==> src/rtl/core/srm_pkg.sv <==
// Shared constants, CORDIC tables and queue item type for the spherical rotation matrix block.
package srm_pkg;

   localparam int ANGLE_BITS_DEFAULT    = 16;
   localparam int FRACTION_BITS_DEFAULT = 14;

   // angles are scaled to a 32-bit turn; top two bits are the quadrant
   localparam int TURN_BITS      = 32;
   localparam int CORDIC_FRAC    = 30;
   localparam int CORDIC_STEPS   = 31;
   localparam int CORDIC_XY_BITS = 33;
   localparam int CORDIC_Z_BITS  = 32;

   localparam logic signed [CORDIC_XY_BITS-1:0] CORDIC_GAIN = 33'sd652032874;

   // atan(2^-i) in units of 2pi / 2^32
   localparam logic signed [CORDIC_Z_BITS-1:0] ATAN_TABLE [CORDIC_STEPS] = '{
      32'sd536870912, 32'sd316933406, 32'sd167458907, 32'sd85004756, 32'sd42667331,
      32'sd21354465,  32'sd10679838,  32'sd5340245,   32'sd2670163,  32'sd1335087,
      32'sd667544,    32'sd333772,    32'sd166886,    32'sd83443,    32'sd41722,
      32'sd20861,     32'sd10430,     32'sd5215,      32'sd2608,     32'sd1304,
      32'sd652,       32'sd326,       32'sd163,       32'sd81,       32'sd41,
      32'sd20,        32'sd10,        32'sd5,         32'sd3,        32'sd1,
      32'sd1
   };

   localparam int TAG_BITS  = 8;
   localparam int DIST_BITS = 24;
   localparam int POS_BITS  = 25;

   localparam logic [DIST_BITS-1:0]       DIST_RESET = 24'd256;
   localparam logic signed [POS_BITS-1:0] POS_MAX    = 25'sd16777215;

   // power of two, so the queue pointers wrap on their own
   localparam int QUEUE_DEPTH = 4;

   localparam logic [1:0] QUAD_FIRST  = 2'd0;
   localparam logic [1:0] QUAD_SECOND = 2'd1;
   localparam logic [1:0] QUAD_THIRD  = 2'd2;
   localparam logic [1:0] QUAD_FOURTH = 2'd3;

   typedef struct packed {
      logic [1:0]             theta_quad;
      logic [CORDIC_FRAC-1:0] theta_resid;
      logic [1:0]             phi_quad;
      logic [CORDIC_FRAC-1:0] phi_resid;
      logic [TAG_BITS-1:0]    tag;
   } srm_item_type;

endpackage

==> src/rtl/core/srm_front.sv <==
// Front end: takes requests, splits each angle into quadrant and residual, feeds the queue.
module srm_front #(
   parameter int ANGLE_BITS = srm_pkg::ANGLE_BITS_DEFAULT
) (
   input  logic                         clock,
   input  logic                         reset,
   input  logic                         req_valid,
   output logic                         req_stall,
   input  logic [ANGLE_BITS-1:0]        req_theta_angle,
   input  logic [ANGLE_BITS-1:0]        req_phi_angle,
   input  logic [srm_pkg::TAG_BITS-1:0] req_observer_tag,
   input  logic                         q_full,
   output logic                         push_valid,
   output srm_pkg::srm_item_type        push_item
);
   import srm_pkg::*;

   localparam int SCALE_SHIFT = TURN_BITS - ANGLE_BITS;

   logic                 valid_ff, valid_in;
   srm_item_type         item_ff, item_in;
   logic [TURN_BITS-1:0] theta_turn, phi_turn;
   logic                 load;

   assign theta_turn = TURN_BITS'(req_theta_angle) << SCALE_SHIFT;
   assign phi_turn   = TURN_BITS'(req_phi_angle) << SCALE_SHIFT;

   assign req_stall = valid_ff && q_full;
   assign load      = req_valid && !req_stall;
   assign valid_in  = req_stall || req_valid;

   always_comb begin
      item_in.theta_quad  = theta_turn[TURN_BITS-1 -: 2];
      item_in.theta_resid = theta_turn[CORDIC_FRAC-1:0];
      item_in.phi_quad    = phi_turn[TURN_BITS-1 -: 2];
      item_in.phi_resid   = phi_turn[CORDIC_FRAC-1:0];
      item_in.tag         = req_observer_tag;
   end

   always_ff @(posedge clock) begin
      if (reset) begin
         valid_ff <= 1'b0;
      end else begin
         valid_ff <= valid_in;
      end
   end

   always_ff @(posedge clock) begin
      if (load) begin
         item_ff <= item_in;
      end
   end

   assign push_valid = valid_ff;
   assign push_item  = item_ff;

endmodule

==> config.mk <==
export PLATFORM = sky130hd
export DESIGN_NAME = srm_front
export DESIGN_NICKNAME = d
export VERILOG_FILES = /design/src/rtl/core/srm_pkg.sv /design/src/rtl/core/srm_front.sv
export SDC_FILE = /design/constraint.sdc
export NUM_CORES = 1
export LEC_CHECK = 0
export BUFFER_PORTS_ARGS = -buffer_cell sky130_fd_sc_hd__buf_2
export CAP_MARGIN = 40
export CORE_ASPECT_RATIO = 1.2
export CORE_MARGIN = 1.5
export CORE_UTILIZATION = 41
export CTS_BUF_LIST = sky130_fd_sc_hd__clkbuf_16
export DETAILED_ROUTE_END_ITERATION = 10
export PLACE_DENSITY = 0.86
export SYNTH_ARGS = -nofsm -noshare
export SYNTH_HDL_FRONTEND = slang
export SYNTH_SLANG_ARGS = --single-unit
==> constraint.sdc <==
create_clock -name clock -period 5.5 [get_ports clock]
set_input_delay 1.65 -clock clock [delete_from_list [all_inputs] [get_ports clock]]
set_output_delay 1.65 -clock clock [all_outputs]
set_load 0.05 [all_outputs]
==> impl_metrics.toml <==
[logic_synthesis]
yosys-top-cells-count = "edfxtp_1, buf_4"
synthCells = 78
synth_edf_count = 40
synthTopCellsByArea = "edfxtp_1, buf_4, dfxtp_1"
synth_cell_types = 8
netlist.area_leader.share_pct = 80.54
synth_xor_area_share_pct = 0
synth-seq-area-share_pct = 81.88
avgSynthCellArea_sq_um = 19.12
muxShareOfSynthArea_pct = 0
synth_most_common_cell = "edfxtp_1"
netlist_area_sq_um = 1491
async_flop_share_pct = 0
synth-seq-cells = 41
yosys.area.top_type = "edfxtp_1"
synth-main-ff-cell = "edfxtp_1"
yosys.area_share.simple_pct = 1.426
synth_compound_area_share_pct = 0.3356
synthAdderAreaFrac_pct = 0
synth_top_family_by_area = "buffers and inverters"
yosysWarnings = 0

[floorplan]
io_pins = 118
core_area_sq_um = 3396
dieHeight_um = 69.07
dieWidth_um = 58.06
die_area_sq_um = 4010
num_rows = 23
initial_utilization_pct = 43.92

[drt]
routed_wl_um = 2651
dr.pass1.iters = 6
route.detailed.drc = 0
drtIter0Drc = 33
via_count = 829
wl_per_cell_um = 12.75
ant_nets = 0
via_per_inst = 3.986

[setup_path]
ff2ff_path_depth = 3
cp_top_family = "buffers and inverters"
path_cells = "buf_2 -> and2_4 -> buf_2"
cp_num_buf_inv = 2
start_kind = "input port"
crit_path_max_fanout = 2
cp-end-kind = "primary output"
crit_cells = 3
arrival_ns = 2.14
path_class = "input port to primary output"
cp.required_ns = 3.85
path_common_cell = "buf_2"
cp_slowest_cell = "buf_2"
slowest_delay_ns = 0.26

[clock_tree]
cts_root_buffer = "clkbuf_16"
cts.path.max_buffers = 2
clock_sinks = 41
cts_resized = 0
ctsHoldBuffers = 0
cts_tree = "done"
htreeDepth = 2
clock_latency_ns = 0.28
numCtsBuffers = 5
clkTransAtPathRegs_ns = 0.05
cts_post_setup_buffers_inserted = 0

[timing]
period_share_pct = 68.84
finalHoldViolCount = 0
clock_skew_ns = 0.005838
fin_crit_ns = 3.786
maxSlewHeadroom_pct = 66.70
tns_ns = 0
drv_slew = 0
max_freq_mhz = 264.1
tightestPinTransition_ns = 0.4985
setup_viol = 0
rsz0062_at_grt = "no"

[power_and_ir_drop]
clkPwrFrac_pct = 33.5
p_switching_uw = 232.9
power_density_nw_per_um2 = 391.8
irDropWorstVdd_v = 0.0002603
swShare_pct = 29.58
p_int_uw = 554.5
leakage_nw = 0.9327
power_frac_comb_pct = 19.6
p_seq_share_pct = 46.9

[global_routing]
grt_max_degree = 25
overflow = 0
grt_pass1_wl_um = 3753
antenna_found_initial = 0
grtUsageTotal_pct = 13.68
grt_pass1_vias = 773

[layout]
drive_above_1_share_pct = 54.97
fin_nets = 214
insertedDiodeCount = 0
fin_cells = 208
syn2layout_area_growth_pct = 34.73

[outcome]
status = "finished, final reports clean"

[placement]
dp_cells = 200
io_buffers = 85
detailed_place_hpwl_um = 2158
place_congestion = 0.6566

[flow_run]
maxCapViolations = 0

[hold_path]
holdPathStages = 2
holdCritPathClass = "flop to flop"
## flip-flops by register name (all words and copies together) (netlist names)
| name | cells |
|---|---|
| push_item | 40 |
| push_valid | 1 |
## power groups by stage
| stage | registers, mW | clock network (mW) | logic, mW |
|---|---|---|---|
| global route | 0.371 | 0.288 | 0.160 |
| detailed placement | 0.376 | 0 | 0.155 |
| floorplan | 0.439 | 0 | 0.0730 |
| global placement | 0.376 | 0 | 0.150 |
| CTS | 0.370 | 0.270 | 0.155 |
| finish | 0.369 | 0.264 | 0.155 |
## path summary, 6_finish.rpt
| check | slack (ns) | to | from |
|---|---|---|---|
| worst min-delay path | 0.52 | push_valid$_SDFF_PP0_ | push_valid$_SDFF_PP0_ |
| worst max register to register | 4.06 | push_item[60]$_DFFE_PP_ | push_valid$_SDFF_PP0_ |
| worst max-delay path | 1.71 | req_stall | q_full |
| worst min register to register | 0.52 | push_valid$_SDFF_PP0_ | push_valid$_SDFF_PP0_ |
## cells in the final DEF (no fill, tap or decap), types with 2 or more instances in the layout
master,n
conb_1,32
edfxtp_1,40
clkinv_1,2
buf_2,85
clkbuf_16,5
## cell type report
| class | count | area [sq um] |
|---|---|---|
| clock buffer | 5 | 125.1 |
| sequential | 41 | 1221 |
| multi-input combinational | 36 | 151.4 |
| tap | 37 | 46.29 |
| timing repair buffer | 86 | 452.9 |
| clock inverter | 3 | 12.51 |
| fill | 269 | 1386 |
## metal layers
metal / wire length [um] / GRT usage, % / part of all wire, % / vias to the layer above
met1: 764 / 10.84 / 29 / 380
met2: 1643 / 24.75 / 62 / 47
met3: 178 / 6.567 / 6.7 / 7
met4: 64 / 9.044 / 2.4 / 0
li1: - / - / - / 395
met5: 0 / 0 / 0 / -
## worst register-to-register path: stages (launching register included)
cell and delay, ns:
dfxtp_1 0.31, and2_4 0.17, nor2b_4 0.42, buf_16 0.24
## through the flow
| stage | cell area (sq um) | util [%] | setup WS, ns | hold slack (ns) | power, mW |
|---|---|---|---|---|---|
| 6_report | 2009 | 59.17 | 1.714 | 0.5159 | 0.7874 |
| 5_1_grt | 2009 | 59.17 | 1.688 | 0.5589 | 0.8187 |
| 4_1_cts | 2009 | 59.17 | 1.711 | 0.5236 | 0.7952 |
| 2_1_floorplan | 1608 | - | 1.982 | 0.7538 | 0.5122 |
| 3_3_place_gp | 1844 | 54.31 | 1.716 | 0.4965 | 0.5260 |
| 3_5_place_dp | 1872 | 55.12 | 1.711 | 0.5112 | 0.5310 |
## cell families after synthesis
family                 Yosys count
flip-flops                      41
buffers and inverters           32
AND/OR/NAND/NOR                  3
AO/OA/AOI/OAI                    1
other                            1
Note: power is estimated with default switching activity, not from simulation.
