**src/rtl/core/srm_pkg.sv**
```systemverilog
// Shared constants, CORDIC tables and queue item type for the spherical rotation matrix block.
package srm_pkg;

   localparam int ANGLE_BITS_DEFAULT    = 16;
   localparam int FRACTION_BITS_DEFAULT = 14;

   // angles are scaled to a 32-bit turn; top two bits are the quadrant
   localparam int TURN_BITS      = 32;
   localparam int CORDIC_FRAC    = 30;
   localparam int CORDIC_STEPS   = 31;
   localparam int CORDIC_XY_BITS = 33;
   localparam int CORDIC_Z_BITS  = 32;

   localparam logic signed [CORDIC_XY_BITS-1:0] CORDIC_GAIN = 33'sd652032874;

   // atan(2^-i) in units of 2pi / 2^32
   localparam logic signed [CORDIC_Z_BITS-1:0] ATAN_TABLE [CORDIC_STEPS] = '{
      32'sd536870912, 32'sd316933406, 32'sd167458907, 32'sd85004756, 32'sd42667331,
      32'sd21354465,  32'sd10679838,  32'sd5340245,   32'sd2670163,  32'sd1335087,
      32'sd667544,    32'sd333772,    32'sd166886,    32'sd83443,    32'sd41722,
      32'sd20861,     32'sd10430,     32'sd5215,      32'sd2608,     32'sd1304,
      32'sd652,       32'sd326,       32'sd163,       32'sd81,       32'sd41,
      32'sd20,        32'sd10,        32'sd5,         32'sd3,        32'sd1,
      32'sd1
   };

   localparam int TAG_BITS  = 8;
   localparam int DIST_BITS = 24;
   localparam int POS_BITS  = 25;

   localparam logic [DIST_BITS-1:0]       DIST_RESET = 24'd256;
   localparam logic signed [POS_BITS-1:0] POS_MAX    = 25'sd16777215;

   // power of two, so the queue pointers wrap on their own
   localparam int QUEUE_DEPTH = 4;

   localparam logic [1:0] QUAD_FIRST  = 2'd0;
   localparam logic [1:0] QUAD_SECOND = 2'd1;
   localparam logic [1:0] QUAD_THIRD  = 2'd2;
   localparam logic [1:0] QUAD_FOURTH = 2'd3;

   typedef struct packed {
      logic [1:0]             theta_quad;
      logic [CORDIC_FRAC-1:0] theta_resid;
      logic [1:0]             phi_quad;
      logic [CORDIC_FRAC-1:0] phi_resid;
      logic [TAG_BITS-1:0]    tag;
   } srm_item_type;

endpackage

```
**src/rtl/core/srm_queue.sv**
```systemverilog
// Small FIFO that decouples the front end from the compute pipeline.
module srm_queue (
   input  logic                  clock,
   input  logic                  reset,
   input  logic                  push_valid,
   input  srm_pkg::srm_item_type push_item,
   output logic                  full,
   input  logic                  pop_ready,
   output logic                  pop_valid,
   output srm_pkg::srm_item_type pop_item
);
   import srm_pkg::*;

   localparam int PTR_BITS = $clog2(QUEUE_DEPTH);

   srm_item_type        mem_ff [QUEUE_DEPTH];
   logic [PTR_BITS-1:0] wr_ptr_ff, wr_ptr_in;
   logic [PTR_BITS-1:0] rd_ptr_ff, rd_ptr_in;
   logic [PTR_BITS:0]   count_ff, count_in;
   logic                push, pop;

   assign full      = count_ff == (PTR_BITS + 1)'(QUEUE_DEPTH);
   assign pop_valid = count_ff != '0;
   assign pop_item  = mem_ff[rd_ptr_ff];
   assign push      = push_valid && !full;
   assign pop       = pop_ready && pop_valid;

   always_comb begin
      wr_ptr_in = push ? wr_ptr_ff + 1'b1 : wr_ptr_ff;
      rd_ptr_in = pop ? rd_ptr_ff + 1'b1 : rd_ptr_ff;
      count_in  = count_ff;
      if (push && !pop) begin
         count_in = count_ff + 1'b1;
      end else if (pop && !push) begin
         count_in = count_ff - 1'b1;
      end
   end

   always_ff @(posedge clock) begin
      if (reset) begin
         wr_ptr_ff <= '0;
         rd_ptr_ff <= '0;
         count_ff  <= '0;
      end else begin
         wr_ptr_ff <= wr_ptr_in;
         rd_ptr_ff <= rd_ptr_in;
         count_ff  <= count_in;
      end
   end

   always_ff @(posedge clock) begin
      if (push) begin
         mem_ff[wr_ptr_ff] <= push_item;
      end
   end

endmodule

```
**config.mk**
```make
export PLATFORM = sky130hd
export DESIGN_NAME = srm_queue
export DESIGN_NICKNAME = d
export VERILOG_FILES = /design/src/rtl/core/srm_pkg.sv /design/src/rtl/core/srm_queue.sv
export SDC_FILE = /design/constraint.sdc
export NUM_CORES = 1
export LEC_CHECK = 0
export ABC_AREA = 1
export ABC_CLOCK_PERIOD_IN_PS = 8500
export BUFFER_PORTS_ARGS = -buffer_cell sky130_fd_sc_hd__buf_2
export CAP_MARGIN = 0
export CORE_MARGIN = 10
export CORE_UTILIZATION = 62
export DETAILED_ROUTE_END_ITERATION = 12
export GPL_TIMING_DRIVEN = 0
export HOLD_SLACK_MARGIN = 0.08
export MAX_ROUTING_LAYER = met4
export PLACE_DENSITY = 0.85
export SYNTH_ARGS = -nofsm -noshare
export SYNTH_HDL_FRONTEND = slang
export SYNTH_SLANG_ARGS = --single-unit
export TNS_END_PERCENT = 10
```
**constraint.sdc**
```tcl
create_clock -name clock -period 8.5 [get_ports clock]
set_input_delay 0.85 -clock clock [delete_from_list [all_inputs] [get_ports clock]]
set_output_delay 0.85 -clock clock [all_outputs]
set_load 0.01 [all_outputs]
```
==> results.md <==
* Yosys top cell area share at 74.7%
* Die Ht at 157 microns
* Fin. Hold Viols at 0
* Leak pwr at 4.89 nW
* Area Overhead vs Synth at 19.3%
* Final Max Tran Viols at 0
* Metal-1 WL at 10.5 mm
* Maxcap violations at 0
* Detailed placement HPWL at 16.9 mm
* Initial core utilization at 63.8%
* Comb power frac at 27.1%
* Drt initial violations at 536
* Cts hold-fix bufs at 0
* Tmin final at 3000 ps
* Post-synth top area cell: edfxtp_1
* Insertion delay to the later sink of the worst-skew pair at 540 ps
* Clock power frac at 29.9%
* Placed cells at 1,152
* WP data arrival at 2150 ps
* Residual DRC at 0
* Final period util at 35.3%
* Layout cells sized above 1 at 34.8%
* Seq cells post-synth at 297
* Post-Syn Area at 11,600 sq um
* Largest cells by area after synthesis: edfxtp_1 75%, o21ai_0 5.8%, o22ai_2 5.4%
* Crit-path leading delay family: buffers and inverters
* Via/cell ratio at 5.92
* Vias in the first global route at 7,415
* Die ar. at 24,500 sq um
* Commonest non-fill, non-tap cell in the layout: edfxtp_1
* Min-delay worst type: in -> reg
* Yosys cell types at 24
* Met3 wire len at 1.85 mm
* Worst Path Required at 7650 ps
* TritonCTS clock tree: done
* Cell count after synthesis at 765
* Status: completed
* H-tree Lvls at 1
* Total GRT Usage at 21.4%
* Clk pin slew, worst setup/hold paths at 60 ps
* WL met2 at 13.2 mm
* Internal power at 2.94 mW
* Grt ovf at 0
* Peak per-stage delay on the critical path at 410 ps
* NumNets Final at 1,036
* Most frequent cells in the layout: 288 x edfxtp_1, 166 x buf_2, 135 x o21ai_0, 104 x nor2_1
* TNS Setup at 0 ps
* Cts repair resizes at 0
* Uppermost layer routed: met4
* Clock buffer depth at 3
* Switching pwr at 1.29 mW
* Critical path's slowest cell: clkbuf_1
* Peak Freq at 333 MHz
* CP max FO at 10
* Count of final setup violators at 0
* Sw Share at 30.4%
* CTS Buf Count at 29
* Final Routed Wirelength at 26.2 mm
* Clk sinks at 297
* Layout Cells excl Fill at 1,209
* Worst-path cell chain: buf_4 > inv_4 > clkbuf_1 > o21ai_0 > o22ai_2 > buf_2
* Io pins at 150
* Kind of critical path: reg -> out
* IO Port Bufs at 149
* VDD IR max at 0.300 mV
* Slew Limit Headroom at 42.0%
* Drt pass-1 iters at 5
* Syn nets at 847
* Via count at 7,154
* Worst-margin pin slew at 868 ps
* Final GP Congestion at 0.751
* Clock Skew at 10.7 ps
* Die Width at 157 microns
* CP Launch Type: register
* Routed Antenna Nets at 0
* Root Driver: clkbuf_16
* DR WL/cell at 21.7 microns
* WP buf/inv at 4
* Postcts setup bufs at 0
* Part of the power in registers at 43.0%
* Initial antenna violation count at 3
* Num rows at 49
* Crit. End Element: output pin
* First-pass GRT wire length at 39.6 mm
* Core ar. at 18,100 sq um
* Yosys warns at 0
* Final hold slack at 528 ps
* Pwr per Cell Area at 307 nW/um^2
* Register area share after synthesis at 76.2%
* Unrepaired setup endpoints after global routing: no
* Synth Area per Inst at 15.1 sq um
* Largest net degree at the start of global routing at 32
-- state kept, by name (all words and copies together), names as in the netlist, named ones only --
signal and count:
count_ff 3, mem_ff 288, rd_ptr_ff 2, wr_ptr_ff 2
-- logic make-up after synthesis --
| family | share of synthesized area [%] |
|---|---|
| adder cells (fa/ha/maj) | 0.713 |
| AO/OA/AOI/OAI | 13.0 |
| buffers and inverters | 3.05 |
| XOR/XNOR | 0.0757 |
| AND/OR/NAND/NOR | 6.93 |
| flip-flops | 76.2 |
-- layer usage --
| layer | vias to the layer above | GRT usage [%] |
|---|---|---|
| met1 | 3567 | 26.3 |
| met4 | 0 | 5.80 |
| li1 | 3249 | - |
| met5 | - | - |
| met2 | 274 | 36.2 |
| met3 | 64 | 3.76 |
-- metrics by stage --
| step | power, mW | area [sq um] | setup slack, ps | util [%] |
|---|---|---|---|---|
| finish | 4.23 | 13800 | 5500 | 76.1 |
| global route | 4.41 | 13800 | 5410 | 76.0 |
| CTS | 4.26 | 13800 | 5480 | 76.0 |
| detailed placement | 3.00 | 12800 | 5900 | 70.8 |
| global placement | 2.96 | 12600 | 1680 | 69.5 |
| floorplan | 2.53 | 11600 | 4030 | - |
-- cells in the mapped netlist --
library cell  number
a21oi_1            3
buf_12             1
buf_2             17
buf_4              1
buf_6              8
clkbuf_1          13
clkbuf_2           6
dfxtp_1            9
edfxtp_1         288
fa_1               1
ha_1               5
inv_1             15
inv_4              1
inv_6              1
nand2_1           15
nand3_1            4
nand3b_1           1
nor2_1           108
nor2_2            50
o21ai_0          135
o21ai_1           10
o22ai_1           22
o22ai_2           50
xor2_1             1
-- power by group through the flow --
stage	combinational, mW	clock [mW]	sequential (mW)
finish	1.15	1.27	1.82
global route	1.24	1.34	1.83
CTS	1.16	1.28	1.82
detailed placement	1.15	0	1.85
global placement	1.08	0	1.87
floorplan	0.679	0	1.85
-- final timing paths --
path,startpoint,endpoint,slack (ps),depth (start not counted)
max,register,pop_item[63],5500,6
max reg2reg,count_ff[0],count_ff[1],6100,9
min,push_item[24],mem_ff[2][24],530,1
min reg2reg,rd_ptr_ff[1],rd_ptr_ff[1],530,2
-- final cells by class --
| type | instances | area, sq um |
|---|---|---|
| repair buffers | 158 | 948 |
| plain buffers | 46 | 282 |
| diodes | 6 | 15.0 |
| multi-input cells | 405 | 2430 |
| clock inverters | 14 | 174 |
| fillers | 1065 | 4340 |
| clock buffers | 37 | 776 |
| inverters | 17 | 71.3 |
| well taps | 229 | 287 |
| flip-flops and latches | 297 | 8830 |
(Power assumes the default switching activity.)
